<file path="src/sv/periodic_job_scheduler_defines.svh">
// Assertion macros shared by the scheduler RTL.
// Define SYNTH to compile the checks out.
`ifndef PERIODIC_JOB_SCHEDULER_DEFINES_SVH
`define PERIODIC_JOB_SCHEDULER_DEFINES_SVH

`ifndef SYNTH
`define PJS_ASSERT_IMPLY(lbl, clk, rst_n, ante, cons) \
    lbl: assert property (@(posedge clk) disable iff (!rst_n) (ante) |-> (cons)) \
        else $error("periodic_job_scheduler: same-cycle check failed");
`define PJS_ASSERT_NEXT(lbl, clk, rst_n, ante, cons) \
    lbl: assert property (@(posedge clk) disable iff (!rst_n) (ante) |=> (cons)) \
        else $error("periodic_job_scheduler: next-cycle check failed");
`else
`define PJS_ASSERT_IMPLY(lbl, clk, rst_n, ante, cons)
`define PJS_ASSERT_NEXT(lbl, clk, rst_n, ante, cons)
`endif

`endif

</file>
<file path="src/sv/pjs_pkg.sv">
`timescale 1ns / 1ps
`default_nettype none

package pjs_pkg;

    localparam int MAX_OUT = 8;

    typedef enum logic [1:0] {
        FN_TICK = 2'd0,
        FN_ADD  = 2'd1,
        FN_DEL  = 2'd2,
        FN_SET  = 2'd3
    } t_func;

    typedef enum logic [1:0] {
        STAT_OK       = 2'd0,
        STAT_USED     = 2'd1,
        STAT_EMPTY    = 2'd2,
        STAT_NONE_DUE = 2'd3
    } t_status;

    typedef enum logic [2:0] {
        ST_IDLE,
        ST_SET,
        ST_DEC,
        ST_SCAN,
        ST_EMIT,
        ST_REPLY
    } t_state;

    typedef struct packed {
        logic [6:0] prio;
        logic [7:0] period;
        logic [7:0] countdown;
        logic [7:0] remaining;
        logic       cont;
    } t_rec;

    typedef struct packed {
        logic [2:0] slot;
        t_status    status;
        logic       last;
    } t_result;

    // period 0 reloads as 1
    function automatic logic [7:0] load_value(input logic [7:0] period);
        return (period == 8'd0) ? 8'd1 : period;
    endfunction

endpackage

`default_nettype wire

</file>
<file path="src/sv/pjs_out_stage.sv">
`timescale 1ns / 1ps
`default_nettype none

module pjs_out_stage (
    input  logic             i_clk,
    input  logic             i_rst_n,
    input  logic             i_push,
    input  pjs_pkg::t_result i_res,
    output logic             o_free,
    output logic             m_axis_tvalid,
    input  logic             m_axis_tready,
    output logic [7:0]       m_axis_tdata,  // [2:0] run_slot, [7:3] zero
    output logic [1:0]       m_axis_tuser,  // [1:0] status
    output logic             m_axis_tlast
);
    import pjs_pkg::*;

    logic    r_vld;
    t_result r_res;

    // a new word may enter while the held one leaves
    assign o_free = !r_vld || m_axis_tready;

    always_ff @(posedge i_clk) begin
        if (!i_rst_n) begin
            r_vld <= 1'b0;
        end else if (i_push) begin
            r_vld <= 1'b1;
        end else if (m_axis_tready) begin
            r_vld <= 1'b0;
        end
    end

    always_ff @(posedge i_clk) begin
        if (i_push) begin
            r_res <= i_res;
        end
    end

    assign m_axis_tvalid = r_vld;
    assign m_axis_tdata  = {5'd0, r_res.slot};
    assign m_axis_tuser  = r_res.status;
    assign m_axis_tlast  = r_res.last;

endmodule

`default_nettype wire

</file>
<file path="src/sv/periodic_job_scheduler.sv">
// Periodic job scheduler: a table of NUM_SLOTS job slots driven by a word stream.
// Input words (s_axis): tuser carries the function (tick, add, delete, set),
// tdata the slot and job fields. Output words (m_axis): tdata carries the slot
// that runs, tuser the status, tlast marks the final word caused by one input.
// Add, delete and set give one word; a tick gives one word per job it runs
// (up to 8), or a single "nothing due" word.
// One input word is worked on at a time; s_axis_tready is low until its final
// result sits in the output register. The job fields of all slots live in one
// RAM with a registered read port, walked by a single compare/decrement unit.
// Steps from acceptance until ready again:
//   add, delete: accept, then the reply word; set (read-modify-write): read,
//   write, then the reply word; tick: accept, a countdown pass, a scan pass
//   and an emit per job run, a closing pass that finds nothing (skipped after
//   8 runs), then the final word.
// The output register keeps the next word moving while the receiver holds
// m_axis_tready low; the sequencer waits for it only when it has another
// word to hand over. Reset (synchronous, i_rst_n low) empties all slots and
// the output register; the RAM is not cleared.
`timescale 1ns / 1ps
`default_nettype none
`include "periodic_job_scheduler_defines.svh"

module periodic_job_scheduler #(
    parameter int NUM_SLOTS = 8
) (
    input  logic        i_clk,
    input  logic        i_rst_n,
    input  logic        s_axis_tvalid,
    output logic        s_axis_tready,
    // [2:0] slot_index, [9:3] job_priority, [17:10] job_period,
    // [25:18] run_count, [26] run_forever, [31:27] zero
    input  logic [31:0] s_axis_tdata,
    input  logic [1:0]  s_axis_tuser,   // [1:0] func
    output logic        m_axis_tvalid,
    input  logic        m_axis_tready,
    output logic [7:0]  m_axis_tdata,   // [2:0] run_slot, [7:3] zero
    output logic [1:0]  m_axis_tuser,   // [1:0] status
    output logic        m_axis_tlast
);
    import pjs_pkg::*;

    localparam int AW = (NUM_SLOTS > 1) ? $clog2(NUM_SLOTS) : 1;
    localparam int PW = AW + 1;
    localparam logic [PW-1:0] SLOTS_P = PW'(NUM_SLOTS);

    // input fields
    t_func      w_func;
    logic [2:0] w_idx3;
    logic [6:0] w_prio;
    logic [7:0] w_per;
    logic [7:0] w_cnt;
    logic       w_forever;
    logic       w_in_range;
    logic [AW-1:0] w_idx;
    logic       w_accept;

    assign w_func     = t_func'(s_axis_tuser);
    assign w_idx3     = s_axis_tdata[2:0];
    assign w_prio     = s_axis_tdata[9:3];
    assign w_per      = s_axis_tdata[17:10];
    assign w_cnt      = s_axis_tdata[25:18];
    assign w_forever  = s_axis_tdata[26];
    assign w_in_range = 32'(w_idx3) < 32'(NUM_SLOTS);
    assign w_idx      = AW'(w_idx3);
    assign w_accept   = s_axis_tvalid && s_axis_tready;

    // state
    t_state r_state, n_state;
    logic [NUM_SLOTS-1:0] r_valid;
    logic [NUM_SLOTS-1:0] r_fresh;
    logic [PW-1:0] r_ptr;
    logic          r_rd_vld;
    logic [AW-1:0] r_rd_slot;
    logic [AW-1:0] r_idx;
    logic [6:0]    r_prio;
    logic [7:0]    r_per;
    logic          r_best_found;
    logic [AW-1:0] r_best_slot;
    t_rec          r_best_rec;
    logic [3:0]    r_emit_cnt;
    logic [AW-1:0] r_reply_slot;
    t_status       r_reply_status;

    // slot RAM
    t_rec r_mem [NUM_SLOTS];
    t_rec r_rd_data;
    logic          w_mem_we;
    logic [AW-1:0] w_wr_addr;
    t_rec          w_wr_data;
    logic [AW-1:0] w_rd_addr;

    // output stage
    logic    w_push;
    t_result w_push_res;
    logic    w_out_free;

    // scan datapath
    logic w_issue;
    logic w_scan_done;
    logic w_cur_valid;
    logic w_dec_we;
    logic w_due;
    logic w_better;
    logic w_emit_go;

    assign w_issue     = ((r_state == ST_DEC) || (r_state == ST_SCAN)) && (r_ptr < SLOTS_P);
    assign w_scan_done = (r_ptr == SLOTS_P) && !r_rd_vld;
    assign w_cur_valid = r_valid[r_rd_slot];
    assign w_dec_we    = r_rd_vld && w_cur_valid && !r_fresh[r_rd_slot]
                         && (r_rd_data.countdown != 8'd0);
    assign w_due       = r_rd_vld && w_cur_valid
                         && (r_rd_data.cont || (r_rd_data.remaining != 8'd0))
                         && (r_rd_data.countdown == 8'd0);
    // strict compare in ascending slot order: lower slot wins ties
    assign w_better    = w_due && (!r_best_found || (r_rd_data.prio < r_best_rec.prio));
    // the first run of a tick is held back until we know whether it is the last
    assign w_emit_go   = (r_emit_cnt == 4'd0) || w_out_free;

    always_comb begin
        priority if ((r_state == ST_IDLE) && w_in_range) begin
            w_rd_addr = w_idx;
        end else if (w_issue) begin
            w_rd_addr = r_ptr[AW-1:0];
        end else begin
            w_rd_addr = '0;
        end
    end

    always_ff @(posedge i_clk) begin
        if (w_mem_we) begin
            r_mem[w_wr_addr] <= w_wr_data;
        end
        r_rd_data <= r_mem[w_rd_addr];
    end

    // next state
    always_comb begin
        n_state = r_state;
        unique case (r_state)
            ST_IDLE: begin
                if (w_accept) begin
                    priority if (w_func == FN_TICK) begin
                        n_state = ST_DEC;
                    end else if ((w_func == FN_SET) && w_in_range && r_valid[w_idx]) begin
                        n_state = ST_SET;
                    end else begin
                        n_state = ST_REPLY;
                    end
                end
            end
            ST_SET: begin
                n_state = ST_REPLY;
            end
            ST_DEC: begin
                if (w_scan_done) begin
                    n_state = ST_SCAN;
                end
            end
            ST_SCAN: begin
                if (w_scan_done) begin
                    n_state = r_best_found ? ST_EMIT : ST_REPLY;
                end
            end
            ST_EMIT: begin
                if (w_emit_go) begin
                    n_state = (r_emit_cnt == 4'(MAX_OUT - 1)) ? ST_REPLY : ST_SCAN;
                end
            end
            ST_REPLY: begin
                if (w_out_free) begin
                    n_state = ST_IDLE;
                end
            end
            default: begin
                n_state = ST_IDLE;
            end
        endcase
    end

    // outputs of the sequencer
    always_comb begin
        w_mem_we   = 1'b0;
        w_wr_addr  = '0;
        w_wr_data  = r_rd_data;
        w_push     = 1'b0;
        w_push_res = '{slot: 3'(r_reply_slot), status: r_reply_status, last: 1'b1};
        s_axis_tready = (r_state == ST_IDLE);
        unique case (r_state)
            ST_IDLE: begin
                if (w_accept && (w_func == FN_ADD) && w_in_range && !r_valid[w_idx]) begin
                    w_mem_we  = 1'b1;
                    w_wr_addr = w_idx;
                    w_wr_data = '{prio: w_prio, period: w_per, countdown: load_value(w_per),
                                  remaining: w_cnt, cont: w_forever};
                end
            end
            ST_SET: begin
                // countdown is kept; only period and priority change
                w_mem_we         = 1'b1;
                w_wr_addr        = r_idx;
                w_wr_data.prio   = r_prio;
                w_wr_data.period = r_per;
            end
            ST_DEC: begin
                if (w_dec_we) begin
                    w_mem_we            = 1'b1;
                    w_wr_addr           = r_rd_slot;
                    w_wr_data.countdown = r_rd_data.countdown - 8'd1;
                end
            end
            ST_SCAN: begin
            end
            ST_EMIT: begin
                if (w_emit_go) begin
                    w_mem_we            = 1'b1;
                    w_wr_addr           = r_best_slot;
                    w_wr_data           = r_best_rec;
                    w_wr_data.countdown = load_value(r_best_rec.period);
                    if (!r_best_rec.cont) begin
                        w_wr_data.remaining = r_best_rec.remaining - 8'd1;
                    end
                    // the previous run is now known not to be the last
                    w_push          = (r_emit_cnt != 4'd0);
                    w_push_res.last = 1'b0;
                end
            end
            ST_REPLY: begin
                w_push = w_out_free;
            end
            default: begin
            end
        endcase
    end

    // control registers
    always_ff @(posedge i_clk) begin
        if (!i_rst_n) begin
            r_state      <= ST_IDLE;
            r_valid      <= '0;
            r_fresh      <= '0;
            r_ptr        <= '0;
            r_rd_vld     <= 1'b0;
            r_emit_cnt   <= '0;
            r_best_found <= 1'b0;
        end else begin
            r_state  <= n_state;
            r_rd_vld <= w_issue;

            if (w_accept && (w_func == FN_TICK)) begin
                r_ptr      <= '0;
                r_emit_cnt <= '0;
            end else if ((r_state == ST_DEC) && w_scan_done) begin
                r_ptr        <= '0;
                r_best_found <= 1'b0;
            end else if ((r_state == ST_EMIT) && w_emit_go) begin
                r_ptr        <= '0;
                r_best_found <= 1'b0;
                r_emit_cnt   <= r_emit_cnt + 4'd1;
            end else if (w_issue) begin
                r_ptr <= r_ptr + PW'(1);
            end

            if ((r_state == ST_SCAN) && w_better) begin
                r_best_found <= 1'b1;
            end

            if (w_accept && w_in_range && (w_func == FN_ADD) && !r_valid[w_idx]) begin
                r_valid[w_idx] <= 1'b1;
                r_fresh[w_idx] <= 1'b1;
            end
            if (w_accept && w_in_range && (w_func == FN_DEL) && r_valid[w_idx]) begin
                r_valid[w_idx] <= 1'b0;
                r_fresh[w_idx] <= 1'b0;
            end
            if ((r_state == ST_DEC) && r_rd_vld) begin
                r_fresh[r_rd_slot] <= 1'b0;
            end
        end
    end

    // payload registers
    always_ff @(posedge i_clk) begin
        if (w_issue) begin
            r_rd_slot <= r_ptr[AW-1:0];
        end
        if ((r_state == ST_SCAN) && w_better) begin
            r_best_slot <= r_rd_slot;
            r_best_rec  <= r_rd_data;
        end
        if (w_accept) begin
            r_idx        <= w_idx;
            r_prio       <= w_prio;
            r_per        <= w_per;
            r_reply_slot <= '0;
            priority if (w_func == FN_TICK) begin
                r_reply_status <= STAT_NONE_DUE;
            end else if (!w_in_range) begin
                r_reply_status <= STAT_EMPTY;
            end else if (w_func == FN_ADD) begin
                r_reply_status <= r_valid[w_idx] ? STAT_USED : STAT_OK;
            end else begin
                r_reply_status <= r_valid[w_idx] ? STAT_OK : STAT_EMPTY;
            end
        end else if ((r_state == ST_EMIT) && w_emit_go) begin
            r_reply_slot   <= r_best_slot;
            r_reply_status <= STAT_OK;
        end
    end

    pjs_out_stage u_out (
        .i_clk         (i_clk),
        .i_rst_n       (i_rst_n),
        .i_push        (w_push),
        .i_res         (w_push_res),
        .o_free        (w_out_free),
        .m_axis_tvalid (m_axis_tvalid),
        .m_axis_tready (m_axis_tready),
        .m_axis_tdata  (m_axis_tdata),
        .m_axis_tuser  (m_axis_tuser),
        .m_axis_tlast  (m_axis_tlast)
    );

    `PJS_ASSERT_IMPLY(a_emit_has_best, i_clk, i_rst_n, r_state == ST_EMIT, r_best_found)
    `PJS_ASSERT_IMPLY(a_emit_cnt_max, i_clk, i_rst_n, 1'b1, r_emit_cnt <= 4'(MAX_OUT))
    `PJS_ASSERT_IMPLY(a_mid_word_ok, i_clk, i_rst_n,
                      w_push && !w_push_res.last, w_push_res.status == STAT_OK)
    `PJS_ASSERT_IMPLY(a_scan_no_fresh, i_clk, i_rst_n, r_state == ST_SCAN, r_fresh == '0)
    `PJS_ASSERT_NEXT(a_tick_clean, i_clk, i_rst_n, w_accept && (w_func == FN_TICK),
                     (r_ptr == '0) && (r_emit_cnt == 4'd0))

endmodule

`default_nettype wire

</file>
<file path="config.mk">
export PLATFORM = sky130hd
export DESIGN_NAME = periodic_job_scheduler
export DESIGN_NICKNAME = d
export VERILOG_FILES = /design/src/sv/pjs_pkg.sv /design/src/sv/pjs_out_stage.sv /design/src/sv/periodic_job_scheduler.sv
export VERILOG_INCLUDE_DIRS = /design/src /design/src/sv
export SDC_FILE = /design/constraint.sdc
export NUM_CORES = 1
export LEC_CHECK = 0
export ABC_AREA = 1
export BUFFER_PORTS_ARGS = -buffer_cell sky130_fd_sc_hd__buf_2
export CORE_ASPECT_RATIO = 0.7
export CORE_MARGIN = 2
export CORE_UTILIZATION = 23
export CTS_CLUSTER_SIZE = 25
export DETAILED_ROUTE_END_ITERATION = 10
export GPL_TIMING_DRIVEN = 0
export MAX_ROUTING_LAYER = met4
export PLACE_DENSITY = 0.39
export SYNTH_ARGS = -nofsm -noshare
export SYNTH_HDL_FRONTEND = slang
export SYNTH_SLANG_ARGS = --single-unit
</file>
<file path="constraint.sdc">
create_clock -name i_clk -period 3.8 [get_ports i_clk]
set_input_delay 0.19 -clock i_clk [delete_from_list [all_inputs] [get_ports i_clk]]
set_output_delay 0.19 -clock i_clk [all_outputs]
set_load 0.1 [all_outputs]
</file>
==> out/qor.yml <==
fin_nets: 1729
synth-edff-count: 312
routed.top_layer: "met4"
worst_setup_path_start_kind: "register"
fmax_mhz: 289.4
crit_cells: 12
finalCritPeriodShare_pct: 90.93
path_max_fanout: 17
power.share.clock_pct: 23.1
p_int_mw: 10.67
synth_cells: 1561
drc: 0
antenna_found_initial: 1
drv_cap: 0
post_cts_buffers: 0
die_x_um: 324.8
postRouteAntennaNets: 0
p_sw_share_pct: 39.07
synth_top_family_by_area: "simple AND/OR/NAND/NOR gates"
crit_type: "reg2reg"
synthFlopType: "edfxtp_1"
seq_power_share_pct: 40.4
arrival_ns: 3.69
core_area_um2: 71410
met3_wirelength_um: 3757
critical-path-max-stage-delay_ns: 0.65
synthSimpleGateAreaFrac_pct: 18.37
ir_drop_uv: 378.7
wl_per_cell_um: 20.24
synth_fa_ha_area_share_pct: 0.9816
crit_path_end_kind: "register"
cts_buffer_depth: 3
htreeDepth: 2
clockRootBuffer: "clkbuf_16"
dieArea_um2: 74250
avgSynthCellArea_um2: 10.62
worst_slew_pin_slew_ns: 1.081
routed-wl-met2_um: 21510
combPwrFrac_pct: 36.5
cts_tree: "yes"
ys_seq_elements: 377
cts_made_buffers: 40
grt_pass1_vias: 11328
gr-total-overflow: 0
grt_util_all_layers_pct: 14.93
fin_util_pct: 27.70
netlist_area_um2: 16570
ioPinCount: 51
critical_path_buf_inv_count: 5
fp.dieH_um: 228.6
vias: 11975
cp_top_family: "simple AND/OR/NAND/NOR gates"
insertion_delay_ns: 0.56
layout-drive-gt1-share_pct: 11.99
drv_slew: 0
area_growth_pct: 19.35
postLayoutCellArea_um2: 19780
status: "finished clean"
p_leak_nw: 7.088
hold_viol_final: 0
cp_slowest_cell: "nor2_4"
crit_chain: "buf_2, inv_2, nand2_1, nand3_1, nand3_1, nor2_1, buf_4, nand4_1, nand2_1, inv_2, nor2_4, buf_12"
ys_warn_count: 0
synthArstFlopShare_pct: 0
setup_viol: 0
synth_cell_types: 45
clk_pin_slew_ns: 0.06
wirelength_um: 54150
yosys-mux-area-fraction_pct: 0
row_count: 82
cts.sinks: 377
synth-compound-area-share_pct: 10.07
whs_path_depth: 3
cp.required_ns: 4.04
p_per_area_nw_per_um2: 885.4
yosysSeqAreaShare_pct: 64.39
post-dp-hpwl_um: 37740
dr.pass1.iters: 5
fin_crit_ns: 3.455
skew_ns: 0.02967
grt_max_degree: 28
dpl-instance-area_um2: 18220
avgViaCountPerCell: 4.475
rr_worst_depth: 12
synth_xor_xnor_area_share_pct: 0.4757
place.gp.congestion: 0.8593
antenna_cells: 0
grt_pass1_wl_um: 79420
power_switching_mw: 6.842
first_iter_violations: 1296
portBuffers: 40
worstHoldPathType: "in2reg"
rsz0062_at_grt: "false"
initial_utilization_pct: 23.21
wl_met1_um: 28340
relSlewSlack_pct: 27.86
cell families (layout without fill, tap and decap cells):
logic type / Yosys count / in the layout
fa+ha+maj: 13 / 13
other cells: 1 / 5
buf+inv: 207 / 352
simple gates: 678 / 678
flops: 377 / 377
compound gates: 276 / 276
xor+xnor: 9 / 9
registers in the layout, summed over array words and instances (netlist names), 2 cells and up:
signal,count
r_best_rec,24
r_mem,256
r_valid,8
r_per,8
u_out.m_axis_tuser,2
r_reply_slot,3
r_reply_status,2
r_rd_slot,3
r_ptr,4
r_rd_data,32
r_best_slot,3
r_prio,7
r_emit_cnt,4
r_state,3
r_fresh,8
r_idx,3
u_out.m_axis_tdata,3
worst min-delay path, stage by stage:
cell     delay (ns)
buf_2          0.17
o21ai_0        0.12
nor2_1         0.05
cells in the final DEF, fill, tap and decap left out, types with 3 or more instances in the layout:
master and count:
o21ai_1 30, dfxtp_1 65, inv_1 120, a21oi_1 38, nand4_1 21, xor2_1 7, o211ai_1 68, or2_2 9
buf_12 8, buf_6 10, clkbuf_16 42, nor2_4 9, a32oi_1 3, o21ai_0 96, buf_4 9, buf_2 81
clkinv_2 5, nor2_1 214, nand3_1 125, edfxtp_1 312, nor3_1 27, conb_1 5, dlygate4sd3_1 23, inv_2 6
nand2_4 6, bufinv_16 4, clkinv_1 6, or2_1 55, ha_1 13, o21a_1 32, nand2_1 203, clkbuf_1 26
area by class of cell:
cell class | instances | area [um^2]
fill | 7513 | 51630
timing repair buffer | 71 | 590.6
tap | 966 | 1209
clock buffer | 55 | 1120
buffer | 79 | 459.2
inverter | 128 | 483.0
multi-input combinational | 981 | 5034
clock inverter | 19 | 212.7
sequential | 377 | 10670
synth_stat cells (30+ instances only):
cell type  number  area share, %
nand2_1       203            4.6
o21ai_1        30           0.91
inv_1         121            2.7
dfxtp_1        65            7.9
nor2_1        222            5.0
buf_2          41            1.2
o21a_1         32            1.4
a21oi_1        38            1.1
edfxtp_1      312             57
o21ai_0        96            2.9
nand3_1       125            3.8
or2_1          55            2.1
o211ai_1       68            3.1
layer usage:
layer / up-vias / GRT usage, %
met5: - / -
met4: 0 / 2.373
met3: 44 / 2.794
met2: 384 / 19.91
met1: 5881 / 23.26
li1: 5666 / -
what timing repair did:
action | 4_1_cts | 5_1_grt
gates resized for setup | 0 | 0
hold buffers | 23 | 0
hold endpoints to repair | 24 | 0
metrics by stage:
stage | std cells | hold WS [ns] | power, mW | TNS (ns) | setup WS, ns
global placement | 2571 | 0.3873 | 13.45 | -459.65 | -2.053
floorplan | 1565 | 0.2889 | 10.84 | 0 | 0.1325
CTS | 2676 | 0.0006855 | 17.70 | 0 | 0.3226
finish | 2676 | 0.03019 | 17.51 | 0 | 0.3446
detailed placement | 2579 | 0.3932 | 13.58 | 0 | 0.3730
global route | 2676 | 0.03632 | 18.57 | 0 | 0.09463
final timing paths:
kind	start	to	slack, ns
max	r_rd_slot[0]$_DFFE_PP_	r_mem[3][17]$_DFFE_PP_	0.34
min	i_rst_n	r_valid[0]$_SDFF_PN0_	0.03
max reg2reg	r_rd_slot[0]$_DFFE_PP_	r_mem[3][17]$_DFFE_PP_	0.34
min reg2reg	r_reply_status[0]$_SDFFCE_PP0P_	u_out.m_axis_tuser[0]$_DFFE_PP_	0.43
power by group through the flow:
stage          registers [mW]  clock network, mW  logic [mW]
6_report                 7.07               4.05        6.40
5_1_grt                  7.18               4.31        7.07
4_1_cts                  7.08               4.15        6.47
2_1_floorplan            7.07                  0        3.76
3_3_place_gp             7.22                  0        6.23
3_5_place_dp             7.16                  0        6.42
Power figures use the tool's default switching activity.
